**config.mk**
```make
export PLATFORM = sky130hd
export DESIGN_NAME = clock_time_conversion_unit_flat
export DESIGN_NICKNAME = d
export VERILOG_FILES = /design/src/sv/ctcu_pkg.sv /design/src/sv/ctcu_if.sv /design/src/sv/ctcu_mac.sv /design/src/sv/ctcu_div.sv /design/src/sv/clock_time_conversion_unit.sv /design/src/flat_wrapper.sv
export SDC_FILE = /design/constraint.sdc
export NUM_CORES = 2
export LEC_CHECK = 0
export BUFFER_PORTS_ARGS = -buffer_cell sky130_fd_sc_hd__buf_4
export CAP_MARGIN = 20
export CORE_MARGIN = 2
export CORE_UTILIZATION = 55
export DETAILED_ROUTE_END_ITERATION = 6
export PLACE_DENSITY = 0.72
export SYNTH_ARGS = -nofsm -noshare
export SYNTH_HDL_FRONTEND = slang
export SYNTH_SLANG_ARGS = --single-unit
```
**constraint.sdc**
```tcl
create_clock -name clock -period 28.8 [get_ports clock]
set_clock_uncertainty 0.05 [all_clocks]
set_input_delay 1.44 -clock clock [delete_from_list [all_inputs] [get_ports clock]]
set_output_delay 1.44 -clock clock [all_outputs]
set_load 0.03 [all_outputs]
```
**src/sv/ctcu_pkg.sv**
```systemverilog
// ----------------------------------------------------------------------------
// ctcu_pkg
// Types, codes and constants shared by the clock time conversion unit.
// ----------------------------------------------------------------------------
package ctcu_pkg;

   localparam int TIME_W      = 64;
   localparam int SCALE_W     = 30;
   localparam int PROD_W      = 62;
   localparam int ACC_W       = 96;
   localparam int CSR_INDEX_W = 4;

   localparam logic [SCALE_W-1:0] NS_PER_S  = 30'd1000000000;
   localparam logic [SCALE_W-1:0] NS_PER_US = 30'd1000;

   localparam logic [TIME_W-1:0] ALL_ONES = 64'hFFFF_FFFF_FFFF_FFFF;
   localparam logic [TIME_W-1:0] SMAX     = 64'h7FFF_FFFF_FFFF_FFFF;
   localparam logic [TIME_W-1:0] SMIN     = 64'h8000_0000_0000_0000;

   localparam logic [CSR_INDEX_W-1:0] CSR_COUNTER_READY   = 4'd0;
   localparam logic [CSR_INDEX_W-1:0] CSR_COUNTER_FREQ_HZ = 4'd1;
   localparam logic [CSR_INDEX_W-1:0] CSR_COUNTER_BASE    = 4'd2;
   localparam logic [CSR_INDEX_W-1:0] CSR_BASE_UPTIME_US  = 4'd3;

   localparam logic CMD_READ = 1'b0;
   localparam logic CMD_SET  = 1'b1;

   localparam logic [2:0] CLK_REALTIME      = 3'd0;
   localparam logic [2:0] CLK_MONOTONIC     = 3'd1;
   localparam logic [2:0] CLK_MONOTONIC_RAW = 3'd2;
   localparam logic [2:0] CLK_BOOT_TIME     = 3'd3;

   localparam logic STATUS_OK  = 1'b0;
   localparam logic STATUS_ERR = 1'b1;

   typedef enum logic [3:0] {
      ST_IDLE,
      ST_DELTA_MUL,
      ST_DIV,
      ST_BASE_MUL,
      ST_UP_MUL,
      ST_APPLY,
      ST_RTC_MUL,
      ST_REAL,
      ST_RESULT
   } ctcu_state_type;

   typedef enum logic [1:0] {
      MAC_IDLE,
      MAC_LO,
      MAC_HI,
      MAC_ACC
   } mac_step_type;

   typedef struct packed {
      logic start;
      logic scale_ns;
   } mac_ctl_type;

   typedef struct packed {
      logic start;
   } div_ctl_type;

   typedef struct packed {
      logic busy;
      logic done;
   } unit_sts_type;

endpackage

```
**src/sv/ctcu_if.sv**
```systemverilog
// ----------------------------------------------------------------------------
// ctcu_if
// Valid/ready channels of the clock time conversion unit.
// ----------------------------------------------------------------------------
interface ctcu_req_if import ctcu_pkg::*; ();
   logic              valid;
   logic              ready;
   logic              cmd;
   logic [2:0]        clock_sel;
   logic [TIME_W-1:0] counter_now;
   logic [TIME_W-1:0] tick_uptime_us;
   logic [TIME_W-1:0] rtc_seconds;
   logic [TIME_W-1:0] new_time_ns;

   modport source (output valid, cmd, clock_sel, counter_now, tick_uptime_us,
                   rtc_seconds, new_time_ns, input ready);
   modport sink   (input valid, cmd, clock_sel, counter_now, tick_uptime_us,
                   rtc_seconds, new_time_ns, output ready);
endinterface

interface ctcu_rsp_if import ctcu_pkg::*; ();
   logic              valid;
   logic              ready;
   logic [TIME_W-1:0] time_ns;
   logic              status;

   modport source (output valid, time_ns, status, input ready);
   modport sink   (input valid, time_ns, status, output ready);
endinterface

interface ctcu_csr_if import ctcu_pkg::*; ();
   logic                   valid;
   logic                   ready;
   logic [CSR_INDEX_W-1:0] index;
   logic [TIME_W-1:0]      wdata;

   modport source (output valid, index, wdata, input ready);
   modport sink   (input valid, index, wdata, output ready);
endinterface

```
**src/sv/ctcu_mac.sv**
```systemverilog
// ----------------------------------------------------------------------------
// ctcu_mac
// Shared multiplier: 64-bit operand times 1e9 or 1000, as two 32-bit partial
// products accumulated into a 96-bit result.
// ----------------------------------------------------------------------------
module ctcu_mac import ctcu_pkg::*; (
   input  logic              clock,
   input  logic              reset,
   input  mac_ctl_type       ctl,
   input  logic [TIME_W-1:0] operand,
   output unit_sts_type      sts,
   output logic [ACC_W-1:0]  product
);

   mac_step_type      step_ff, step_in;
   logic              done_ff, done_in;
   logic [TIME_W-1:0] opnd_ff, opnd_in;
   logic              scale_ff, scale_in;
   logic [PROD_W-1:0] prod_ff, prod_in;
   logic [ACC_W-1:0]  acc_ff, acc_in;

   logic [31:0]        chunk;
   logic [SCALE_W-1:0] factor;

   assign chunk  = (step_ff == MAC_LO) ? opnd_ff[31:0] : opnd_ff[63:32];
   assign factor = scale_ff ? NS_PER_S : NS_PER_US;

   always_ff @(posedge clock) begin
      if (reset) begin
         step_ff <= MAC_IDLE;
         done_ff <= 1'b0;
      end else begin
         step_ff <= step_in;
         done_ff <= done_in;
      end
      opnd_ff  <= opnd_in;
      scale_ff <= scale_in;
      prod_ff  <= prod_in;
      acc_ff   <= acc_in;
   end

   always_comb begin
      step_in  = step_ff;
      done_in  = 1'b0;
      opnd_in  = opnd_ff;
      scale_in = scale_ff;
      prod_in  = prod_ff;
      acc_in   = acc_ff;
      unique case (step_ff)
         MAC_IDLE: begin
            if (ctl.start) begin
               opnd_in  = operand;
               scale_in = ctl.scale_ns;
               step_in  = MAC_LO;
            end
         end
         MAC_LO: begin
            prod_in = PROD_W'(chunk) * PROD_W'(factor);
            step_in = MAC_HI;
         end
         MAC_HI: begin
            acc_in  = {{(ACC_W-PROD_W){1'b0}}, prod_ff};
            prod_in = PROD_W'(chunk) * PROD_W'(factor);
            step_in = MAC_ACC;
         end
         MAC_ACC: begin
            acc_in  = acc_ff + {{(ACC_W-PROD_W-32){1'b0}}, prod_ff, 32'd0};
            done_in = 1'b1;
            step_in = MAC_IDLE;
         end
         default: step_in = MAC_IDLE;
      endcase
   end

   assign sts.busy = (step_ff != MAC_IDLE);
   assign sts.done = done_ff;
   assign product  = acc_ff;

endmodule

```
**src/sv/ctcu_div.sv**
```systemverilog
// ----------------------------------------------------------------------------
// ctcu_div
// Radix-2 restoring divider: 128-bit dividend by 64-bit divisor, one
// quotient bit per cycle. The upper dividend half must be below the divisor.
// ----------------------------------------------------------------------------
module ctcu_div import ctcu_pkg::*; (
   input  logic              clock,
   input  logic              reset,
   input  div_ctl_type       ctl,
   input  logic [TIME_W-1:0] dividend_hi,
   input  logic [TIME_W-1:0] dividend_lo,
   input  logic [TIME_W-1:0] divisor,
   output unit_sts_type      sts,
   output logic [TIME_W-1:0] quotient
);

   logic              busy_ff, busy_in;
   logic              done_ff, done_in;
   logic [5:0]        count_ff, count_in;
   logic [TIME_W-1:0] rem_ff, rem_in;
   logic [TIME_W-1:0] quo_ff, quo_in;
   logic [TIME_W-1:0] dvsr_ff, dvsr_in;

   logic [TIME_W:0] shifted;
   logic [TIME_W:0] trial;
   logic            fits;

   // remainder shifted left with the next dividend bit; quotient bits fill
   // the low end of the same shift register
   assign shifted = {rem_ff, quo_ff[TIME_W-1]};
   assign trial   = shifted - {1'b0, dvsr_ff};
   assign fits    = ~trial[TIME_W];

   always_ff @(posedge clock) begin
      if (reset) begin
         busy_ff  <= 1'b0;
         done_ff  <= 1'b0;
         count_ff <= '0;
      end else begin
         busy_ff  <= busy_in;
         done_ff  <= done_in;
         count_ff <= count_in;
      end
      rem_ff  <= rem_in;
      quo_ff  <= quo_in;
      dvsr_ff <= dvsr_in;
   end

   always_comb begin
      busy_in  = busy_ff;
      done_in  = 1'b0;
      count_in = count_ff;
      rem_in   = rem_ff;
      quo_in   = quo_ff;
      dvsr_in  = dvsr_ff;
      if (busy_ff) begin
         rem_in   = fits ? trial[TIME_W-1:0] : shifted[TIME_W-1:0];
         quo_in   = {quo_ff[TIME_W-2:0], fits};
         count_in = count_ff + 6'd1;
         if (count_ff == 6'd63) begin
            busy_in = 1'b0;
            done_in = 1'b1;
         end
      end else if (ctl.start) begin
         rem_in   = dividend_hi;
         quo_in   = dividend_lo;
         dvsr_in  = divisor;
         count_in = '0;
         busy_in  = 1'b1;
      end
   end

   assign sts.busy = busy_ff;
   assign sts.done = done_ff;
   assign quotient = quo_ff;

endmodule

```
**src/sv/clock_time_conversion_unit.sv**
```systemverilog
// ----------------------------------------------------------------------------
// clock_time_conversion_unit
// Reads realtime, monotonic, monotonic raw and boot time clocks in
// nanoseconds and sets realtime. Monotonic time is base_uptime_us*1000 plus
// (counter_now - counter_base)*1e9/counter_freq_hz when the counter is
// calibrated, else tick_uptime_us*1000, all saturating. Realtime adds a
// signed offset that is seeded from rtc_seconds*1e9 on first use. One item is
// in flight at a time. On the counter path an item runs the shared
// multiplier on the counter delta, then the 64-step divider, then the
// multiplier on base_uptime_us; when the counter result is zero the tick
// fallback multiplies tick_uptime_us as well. When the quotient cannot fit
// in 64 bits the divider is skipped. The tick path runs the multiplier once,
// and a realtime read that seeds the offset adds one more multiplication.
// A finished result waits in the output register while the next request is
// taken; a second finished result stalls until that register frees. The
// configuration port is always ready.
// ----------------------------------------------------------------------------
module clock_time_conversion_unit import ctcu_pkg::*; (
   input logic        clock,
   input logic        reset,
   ctcu_req_if.sink   req_if,
   ctcu_rsp_if.source rsp_if,
   ctcu_csr_if.sink   csr_if
);

   // configuration
   logic              counter_ready_ff;
   logic [TIME_W-1:0] counter_freq_hz_ff;
   logic [TIME_W-1:0] counter_base_ff;
   logic [TIME_W-1:0] base_uptime_us_ff;

   ctcu_state_type    state_ff, state_in;
   logic              cmd_ff, cmd_in;
   logic [2:0]        sel_ff, sel_in;
   logic [TIME_W-1:0] uptime_ff, uptime_in;
   logic [TIME_W-1:0] rtc_ff, rtc_in;
   logic [TIME_W-1:0] newtime_ff, newtime_in;
   logic [TIME_W-1:0] q_ff, q_in;
   logic [TIME_W-1:0] mono_ff, mono_in;
   logic [TIME_W-1:0] res_time_ff, res_time_in;
   logic              res_status_ff, res_status_in;
   logic [TIME_W-1:0] offset_ff, offset_in;
   logic              offset_valid_ff, offset_valid_in;
   logic              rsp_valid_ff, rsp_valid_in;
   logic [TIME_W-1:0] rsp_time_ff, rsp_time_in;
   logic              rsp_status_ff, rsp_status_in;

   mac_ctl_type       mac_ctl;
   unit_sts_type      mac_sts;
   logic [TIME_W-1:0] mac_operand;
   logic [ACC_W-1:0]  mac_product;
   div_ctl_type       div_ctl;
   unit_sts_type      div_sts;
   logic [TIME_W-1:0] div_quotient;

   logic              ctr_ok;
   logic [TIME_W:0]   delta_diff;
   logic [TIME_W-1:0] delta;
   logic [TIME_W-1:0] mac_sat;
   logic [TIME_W-1:0] div_hi;
   logic              hi_ovf;
   logic [TIME_W:0]   base_sum;
   logic [TIME_W-1:0] base_mono;
   logic [TIME_W:0]   set_diff;
   logic              set_err;
   logic [TIME_W:0]   seed_diff;
   logic [TIME_W-1:0] seed_off;
   logic [TIME_W+1:0] real_sum;
   logic [TIME_W-1:0] real_time;

   ctcu_mac u_mac (
      .clock   (clock),
      .reset   (reset),
      .ctl     (mac_ctl),
      .operand (mac_operand),
      .sts     (mac_sts),
      .product (mac_product)
   );

   ctcu_div u_div (
      .clock       (clock),
      .reset       (reset),
      .ctl         (div_ctl),
      .dividend_hi (div_hi),
      .dividend_lo (mac_product[TIME_W-1:0]),
      .divisor     (counter_freq_hz_ff),
      .sts         (div_sts),
      .quotient    (div_quotient)
   );

   // configuration writes
   assign csr_if.ready = 1'b1;

   always_ff @(posedge clock) begin
      if (reset) begin
         counter_ready_ff   <= 1'b0;
         counter_freq_hz_ff <= '0;
         counter_base_ff    <= '0;
         base_uptime_us_ff  <= '0;
      end else if (csr_if.valid) begin
         unique case (csr_if.index)
            CSR_COUNTER_READY:   counter_ready_ff   <= csr_if.wdata[0];
            CSR_COUNTER_FREQ_HZ: counter_freq_hz_ff <= csr_if.wdata;
            CSR_COUNTER_BASE:    counter_base_ff    <= csr_if.wdata;
            CSR_BASE_UPTIME_US:  base_uptime_us_ff  <= csr_if.wdata;
            default: ;
         endcase
      end
   end

   // datapath helpers
   assign ctr_ok     = counter_ready_ff && (counter_freq_hz_ff != '0);
   assign delta_diff = {1'b0, req_if.counter_now} - {1'b0, counter_base_ff};
   assign delta      = delta_diff[TIME_W] ? '0 : delta_diff[TIME_W-1:0];

   assign mac_sat = (|mac_product[ACC_W-1:TIME_W]) ? ALL_ONES : mac_product[TIME_W-1:0];
   assign div_hi  = {{(2*TIME_W-ACC_W){1'b0}}, mac_product[ACC_W-1:TIME_W]};
   assign hi_ovf  = (div_hi >= counter_freq_hz_ff);

   assign base_sum  = {1'b0, mac_sat} + {1'b0, q_ff};
   assign base_mono = base_sum[TIME_W] ? ALL_ONES : base_sum[TIME_W-1:0];

   // offset = new - mono; out of signed range when borrow and sign disagree,
   // and the most negative value is rejected too
   assign set_diff = {1'b0, newtime_ff} - {1'b0, mono_ff};
   assign set_err  = (set_diff[TIME_W] != set_diff[TIME_W-1]) ||
                     (set_diff[TIME_W] && (set_diff[TIME_W-1:0] == SMIN));

   assign seed_diff = {1'b0, mac_sat} - {1'b0, mono_ff};
   assign seed_off  = (seed_diff[TIME_W] != seed_diff[TIME_W-1]) ?
                      (seed_diff[TIME_W] ? SMIN : SMAX) : seed_diff[TIME_W-1:0];

   assign real_sum  = {2'b00, mono_ff} + {{2{offset_ff[TIME_W-1]}}, offset_ff};
   assign real_time = real_sum[TIME_W+1] ? '0 :
                      (real_sum[TIME_W] ? ALL_ONES : real_sum[TIME_W-1:0]);

   always_ff @(posedge clock) begin
      if (reset) begin
         state_ff        <= ST_IDLE;
         offset_ff       <= '0;
         offset_valid_ff <= 1'b0;
         rsp_valid_ff    <= 1'b0;
      end else begin
         state_ff        <= state_in;
         offset_ff       <= offset_in;
         offset_valid_ff <= offset_valid_in;
         rsp_valid_ff    <= rsp_valid_in;
      end
      cmd_ff        <= cmd_in;
      sel_ff        <= sel_in;
      uptime_ff     <= uptime_in;
      rtc_ff        <= rtc_in;
      newtime_ff    <= newtime_in;
      q_ff          <= q_in;
      mono_ff       <= mono_in;
      res_time_ff   <= res_time_in;
      res_status_ff <= res_status_in;
      rsp_time_ff   <= rsp_time_in;
      rsp_status_ff <= rsp_status_in;
   end

   always_comb begin
      state_in         = state_ff;
      cmd_in           = cmd_ff;
      sel_in           = sel_ff;
      uptime_in        = uptime_ff;
      rtc_in           = rtc_ff;
      newtime_in       = newtime_ff;
      q_in             = q_ff;
      mono_in          = mono_ff;
      res_time_in      = res_time_ff;
      res_status_in    = res_status_ff;
      offset_in        = offset_ff;
      offset_valid_in  = offset_valid_ff;
      rsp_valid_in     = rsp_valid_ff && !rsp_if.ready;
      rsp_time_in      = rsp_time_ff;
      rsp_status_in    = rsp_status_ff;
      mac_ctl.start    = 1'b0;
      mac_ctl.scale_ns = 1'b0;
      mac_operand      = uptime_ff;
      div_ctl.start    = 1'b0;
      req_if.ready     = 1'b0;

      unique case (state_ff)
         ST_IDLE: begin
            req_if.ready = 1'b1;
            if (req_if.valid) begin
               cmd_in        = req_if.cmd;
               sel_in        = req_if.clock_sel;
               uptime_in     = req_if.tick_uptime_us;
               rtc_in        = req_if.rtc_seconds;
               newtime_in    = req_if.new_time_ns;
               mac_ctl.start = 1'b1;
               if (ctr_ok) begin
                  mac_operand      = delta;
                  mac_ctl.scale_ns = 1'b1;
                  state_in         = ST_DELTA_MUL;
               end else begin
                  mac_operand = req_if.tick_uptime_us;
                  state_in    = ST_UP_MUL;
               end
            end
         end
         ST_DELTA_MUL: begin
            if (mac_sts.done) begin
               if (hi_ovf) begin
                  // quotient would not fit in 64 bits
                  q_in          = ALL_ONES;
                  mac_ctl.start = 1'b1;
                  mac_operand   = base_uptime_us_ff;
                  state_in      = ST_BASE_MUL;
               end else begin
                  div_ctl.start = 1'b1;
                  state_in      = ST_DIV;
               end
            end
         end
         ST_DIV: begin
            if (div_sts.done) begin
               q_in          = div_quotient;
               mac_ctl.start = 1'b1;
               mac_operand   = base_uptime_us_ff;
               state_in      = ST_BASE_MUL;
            end
         end
         ST_BASE_MUL: begin
            if (mac_sts.done) begin
               if (base_mono != '0) begin
                  mono_in  = base_mono;
                  state_in = ST_APPLY;
               end else begin
                  // zero counter time falls back to tick uptime
                  mac_ctl.start = 1'b1;
                  mac_operand   = uptime_ff;
                  state_in      = ST_UP_MUL;
               end
            end
         end
         ST_UP_MUL: begin
            if (mac_sts.done) begin
               mono_in  = mac_sat;
               state_in = ST_APPLY;
            end
         end
         ST_APPLY: begin
            res_time_in   = '0;
            res_status_in = STATUS_OK;
            state_in      = ST_RESULT;
            if (cmd_ff == CMD_SET) begin
               if (set_err) begin
                  res_status_in = STATUS_ERR;
               end else begin
                  offset_in       = set_diff[TIME_W-1:0];
                  offset_valid_in = 1'b1;
               end
            end else if (sel_ff == CLK_REALTIME) begin
               if (offset_valid_ff) begin
                  state_in = ST_REAL;
               end else begin
                  mac_ctl.start    = 1'b1;
                  mac_ctl.scale_ns = 1'b1;
                  mac_operand      = rtc_ff;
                  state_in         = ST_RTC_MUL;
               end
            end else if ((sel_ff == CLK_MONOTONIC) || (sel_ff == CLK_MONOTONIC_RAW) ||
                         (sel_ff == CLK_BOOT_TIME)) begin
               res_time_in = mono_ff;
            end else begin
               res_status_in = STATUS_ERR;
            end
         end
         ST_RTC_MUL: begin
            if (mac_sts.done) begin
               offset_in       = seed_off;
               offset_valid_in = 1'b1;
               state_in        = ST_REAL;
            end
         end
         ST_REAL: begin
            res_time_in   = real_time;
            res_status_in = STATUS_OK;
            state_in      = ST_RESULT;
         end
         ST_RESULT: begin
            if (!rsp_valid_ff || rsp_if.ready) begin
               rsp_valid_in  = 1'b1;
               rsp_time_in   = res_time_ff;
               rsp_status_in = res_status_ff;
               state_in      = ST_IDLE;
            end
         end
         default: state_in = ST_IDLE;
      endcase
   end

   assign rsp_if.valid   = rsp_valid_ff;
   assign rsp_if.time_ns = rsp_time_ff;
   assign rsp_if.status  = rsp_status_ff;

`ifndef SYNTHESIS
   a_mac_start_idle: assert property (@(posedge clock) disable iff (reset)
      mac_ctl.start |-> !mac_sts.busy)
      else $error("multiplier started while busy");

   a_div_start_range: assert property (@(posedge clock) disable iff (reset)
      div_ctl.start |-> (!div_sts.busy && (div_hi < counter_freq_hz_ff)))
      else $error("divider started while busy or with overflowing dividend");

   a_set_err_keeps: assert property (@(posedge clock) disable iff (reset)
      (state_ff == ST_APPLY && cmd_ff == CMD_SET && set_err)
      |=> ($stable(offset_ff) && $stable(offset_valid_ff)))
      else $error("rejected set changed the realtime offset");

   a_real_seeded: assert property (@(posedge clock) disable iff (reset)
      (state_ff == ST_REAL) |-> offset_valid_ff)
      else $error("realtime computed from an unseeded offset");
`endif

endmodule
```
**src/flat_wrapper.sv**
```systemverilog
// flat-port wrapper written by rule: the top's interface ports become plain ports
module clock_time_conversion_unit_flat import ctcu_pkg::*;
  (clock, reset, req_if_valid, req_if_cmd, req_if_clock_sel, req_if_counter_now, req_if_tick_uptime_us, req_if_rtc_seconds, req_if_new_time_ns, req_if_ready, rsp_if_valid, rsp_if_time_ns, rsp_if_status, rsp_if_ready, csr_if_valid, csr_if_index, csr_if_wdata, csr_if_ready);
  ctcu_req_if req_if_i ();
  ctcu_rsp_if rsp_if_i ();
  ctcu_csr_if csr_if_i ();
  input logic clock;
  input logic reset;
  input wire logic [$bits(req_if_i.valid)-1:0] req_if_valid;
  input wire logic [$bits(req_if_i.cmd)-1:0] req_if_cmd;
  input wire logic [$bits(req_if_i.clock_sel)-1:0] req_if_clock_sel;
  input wire logic [$bits(req_if_i.counter_now)-1:0] req_if_counter_now;
  input wire logic [$bits(req_if_i.tick_uptime_us)-1:0] req_if_tick_uptime_us;
  input wire logic [$bits(req_if_i.rtc_seconds)-1:0] req_if_rtc_seconds;
  input wire logic [$bits(req_if_i.new_time_ns)-1:0] req_if_new_time_ns;
  output wire logic [$bits(req_if_i.ready)-1:0] req_if_ready;
  output wire logic [$bits(rsp_if_i.valid)-1:0] rsp_if_valid;
  output wire logic [$bits(rsp_if_i.time_ns)-1:0] rsp_if_time_ns;
  output wire logic [$bits(rsp_if_i.status)-1:0] rsp_if_status;
  input wire logic [$bits(rsp_if_i.ready)-1:0] rsp_if_ready;
  input wire logic [$bits(csr_if_i.valid)-1:0] csr_if_valid;
  input wire logic [$bits(csr_if_i.index)-1:0] csr_if_index;
  input wire logic [$bits(csr_if_i.wdata)-1:0] csr_if_wdata;
  output wire logic [$bits(csr_if_i.ready)-1:0] csr_if_ready;
  assign req_if_i.valid = req_if_valid;
  assign req_if_i.cmd = req_if_cmd;
  assign req_if_i.clock_sel = req_if_clock_sel;
  assign req_if_i.counter_now = req_if_counter_now;
  assign req_if_i.tick_uptime_us = req_if_tick_uptime_us;
  assign req_if_i.rtc_seconds = req_if_rtc_seconds;
  assign req_if_i.new_time_ns = req_if_new_time_ns;
  assign req_if_ready = req_if_i.ready;
  assign rsp_if_valid = rsp_if_i.valid;
  assign rsp_if_time_ns = rsp_if_i.time_ns;
  assign rsp_if_status = rsp_if_i.status;
  assign rsp_if_i.ready = rsp_if_ready;
  assign csr_if_i.valid = csr_if_valid;
  assign csr_if_i.index = csr_if_index;
  assign csr_if_i.wdata = csr_if_wdata;
  assign csr_if_ready = csr_if_i.ready;
  clock_time_conversion_unit u_core (.clock(clock), .reset(reset), .req_if(req_if_i), .rsp_if(rsp_if_i), .csr_if(csr_if_i));
endmodule
```
==> impl_metrics.yaml <==
worst_setup_path:
  arrival_ns: 10.43
  r2r-end: "u_core.u_mac.prod_ff[59]$_DFFE_PP_"
  worstRegToRegCells: 33
  cp_max_fo: 32
  r2r_start: "u_core.u_mac.step_ff[1]$_SDFFE_PP0P_"
  cp.required_ns: 29.27
  crit_start: "u_core.u_mac.step_ff[1]$_SDFFE_PP0P_"
  critPathCapture: "u_core.u_mac.prod_ff[59]$_DFFE_PP_"
  rrSetupSlack_ns: 18.84
  critPathSlowestCell: "mux2i_1"
  end_kind: "register"
  worstSetupStartpointType: "register"
  critPathKind: "reg2reg"
  slowest_delay_ns: 0.84
timing:
  worst_slew_pin_slew_ns: 1.27
  maxSlewHeadroom_pct: 15.1
  setup_viol: 0
  timing.final.hold_violations: 0
  post-route-period-util_pct: 34.6
  setup-tns-final_ns: 0
  rsz0062_at_grt: "false"
  min_period_ns: 9.96
  drv_slew: 0
  fmax_mhz: 100
finish:
  seqCellArea_um2: 31400
  nets: 11600
  final_common_cell: "inv_1"
  mostFrequentLayoutCells: "inv_1, nand2_1, a21oi_1, ha_1, edfxtp_1"
  largest_reg_flops: 93
  synthToLayoutAreaGrowth_pct: 10.4
  multi_input_area_um2: 54200
  drive_gt1_share_pct: 8.82
  fill_cells: 13900
yosys:
  syn-num-nets: 11400
  postSynthAreaPerCell_um2: 9.39
  synth_edf_count: 863
  ys_warn_count: 0
  yosysSeqAreaShare_pct: 34.5
  synth_cell_types: 91
  synth_area_um2: 91000
  synth-main-ff-cell: "edfxtp_1"
  ys_seq_elements: 1137
  synthCells: 9691
  synth-async-reset-ratio_pct: 0
routing:
  postRouteAntennaNets: 0
  wl_um: 297000
  drt_iter0_markers: 7249
  vias_per_cell: 6.05
  first_pass_iters: 6
  vias: 74000
  avgRoutedWirePerCell_um: 24.3
  drcViolationCount: 0
clock_network:
  cts_resized: 0
  clock_sinks: 1137
  cts_max_level: 4
  postCtsSetupBuffers: 0
  clkLatencyLatePin_ns: 0.81
  hold_buffers: 0
  path_clk_slew_ns: 0.06
  cts_made_buffers: 133
  cts.path.max_buffers: 3
  cts_tree: "yes"
  cts_root_buffer: "clkbuf_16"
die:
  dieArea_um2: 169000
  rows: 149
  core_area_um2: 165000
  die_h_um: 411
  start_util_pct: 55.3
  ios: 401
  die_x_um: 411
min_path:
  min_path_type: "reg2reg"
placed_design:
  hpwl_um: 237000
  gp_congestion: 1.01
  portBuffers: 399
run:
  drv_cap: 0
grt:
  globalRoute.totalOverflow: 0
  antenna_found_initial: 17
  grt_pass1_wl_um: 446000
  track_usage_pct: 34.7
  grt_pass1_vias: 73100
  grt_max_degree: 129
outcome:
  outcome: "completed"
-- worst min path at each step --
stage | cells after the start | end | from | slack (ns)
after floorplan | 0 | u_core.rsp_if.status$_DFFE_PP_ | u_core.res_status_ff$_SDFFCE_PP0P_ | 0.35
after global placement | 0 | u_core.rsp_if.time_ns[46]$_DFFE_PP_ | u_core.res_time_ff[46]$_DFFE_PP_ | 0.35
after detailed placement | 0 | u_core.rsp_if.time_ns[15]$_DFFE_PP_ | u_core.res_time_ff[15]$_DFFE_PP_ | 0.35
after CTS | 0 | u_core.rsp_if.time_ns[23]$_DFFE_PP_ | u_core.res_time_ff[23]$_DFFE_PP_ | 0.37
after global routing | 0 | u_core.rsp_if.time_ns[20]$_DFFE_PP_ | u_core.res_time_ff[20]$_DFFE_PP_ | 0.37
final | 0 | u_core.rsp_if.time_ns[23]$_DFFE_PP_ | u_core.res_time_ff[23]$_DFFE_PP_ | 0.37
-- kinds of logic (layout without fill, tap and decap cells) --
family / after synthesis / in the layout / share of synthesized area [%]
AO/OA/AOI/OAI: 2488 / 2488 / 17.3
XOR/XNOR: 472 / 472 / 4.54
adder cells (fa/ha/maj): 1363 / 1363 / 22.5
buffers and inverters: 1476 / 1811 / 6.18
flip-flops: 1137 / 1137 / 34.5
multiplexers: 157 / 157 / 1.85
other: 1 / 15 / 0.00412
AND/OR/NAND/NOR: 2597 / 2597 / 13.1
-- worst max-delay path, delay by kind of cell (launching register included) --
family,cells,cell delay [ns]
DFF,1,0.34
and+or+nand+nor,1,0.31
adders and majority gates,10,3.93
buffers and inverters,7,1.01
muxes,1,0.84
AOI/OAI and AO/OA,14,3.12
-- final cells by class --
type | count | share of cell area, %
antenna | 14 | 0.0349
clock buffer | 178 | 3.64
clock inverter | 66 | 0.693
inverter | 1079 | 4.04
multi-input combinational | 7078 | 53.9
sequential | 1137 | 31.3
tap | 2189 | 2.73
timing repair buffer | 488 | 3.66
-- cells in the mapped netlist, drive strengths merged, types with 92 or more instances --
| cell type | number | area share, % |
|---|---|---|
| ha | 905 | 12 |
| nand3 | 113 | 0.63 |
| o21bai | 95 | 0.78 |
| o21ai | 417 | 2.3 |
| dfxtp | 274 | 6.0 |
| nor2 | 628 | 2.6 |
| edfxtp | 863 | 28 |
| xnor2 | 306 | 2.9 |
| nand4 | 122 | 0.84 |
| nand2 | 1044 | 4.3 |
| a21oi | 966 | 5.3 |
| inv | 1074 | 4.4 |
| a21o | 324 | 2.7 |
| or3 | 164 | 1.1 |
| mux2 | 92 | 1.1 |
| fa | 457 | 10 |
| clkbuf | 371 | 1.5 |
| nor2b | 115 | 0.79 |
| xor2 | 166 | 1.6 |
-- stage by stage --
| stage | hold slack [ns] | cells | area, um2 | util (%) | setup slack (ns) |
|---|---|---|---|---|---|
| 5_1_grt | 0.372 | 12200 | 100000 | 61.0 | 18.33 |
| 4_1_cts | 0.367 | 12200 | 100000 | 61.0 | 18.91 |
| 2_1_floorplan | 0.350 | 9691 | 91000 | - | 19.49 |
| 3_5_place_dp | 0.355 | 12000 | 96000 | 58.3 | 18.96 |
| 3_3_place_gp | 0.351 | 12000 | 96000 | 58.3 | 19.17 |
| 6_report | 0.365 | 12200 | 100000 | 61.0 | 18.84 |
-- metal layers --
metal	part of all wire, %	routed length, um	track usage (%)	up-vias
li1	-	-	-	34600
met1	41	121000	44.8	35700
met2	46	136000	56.2	3026
met3	7.1	21200	5.38	642
met4	6.3	18800	19.0	8
met5	0.017	50	0	-
Power is left out: the tool's default activity adds up to more than one toggle a clock period on the data nets, which glitch-free logic cannot reach.
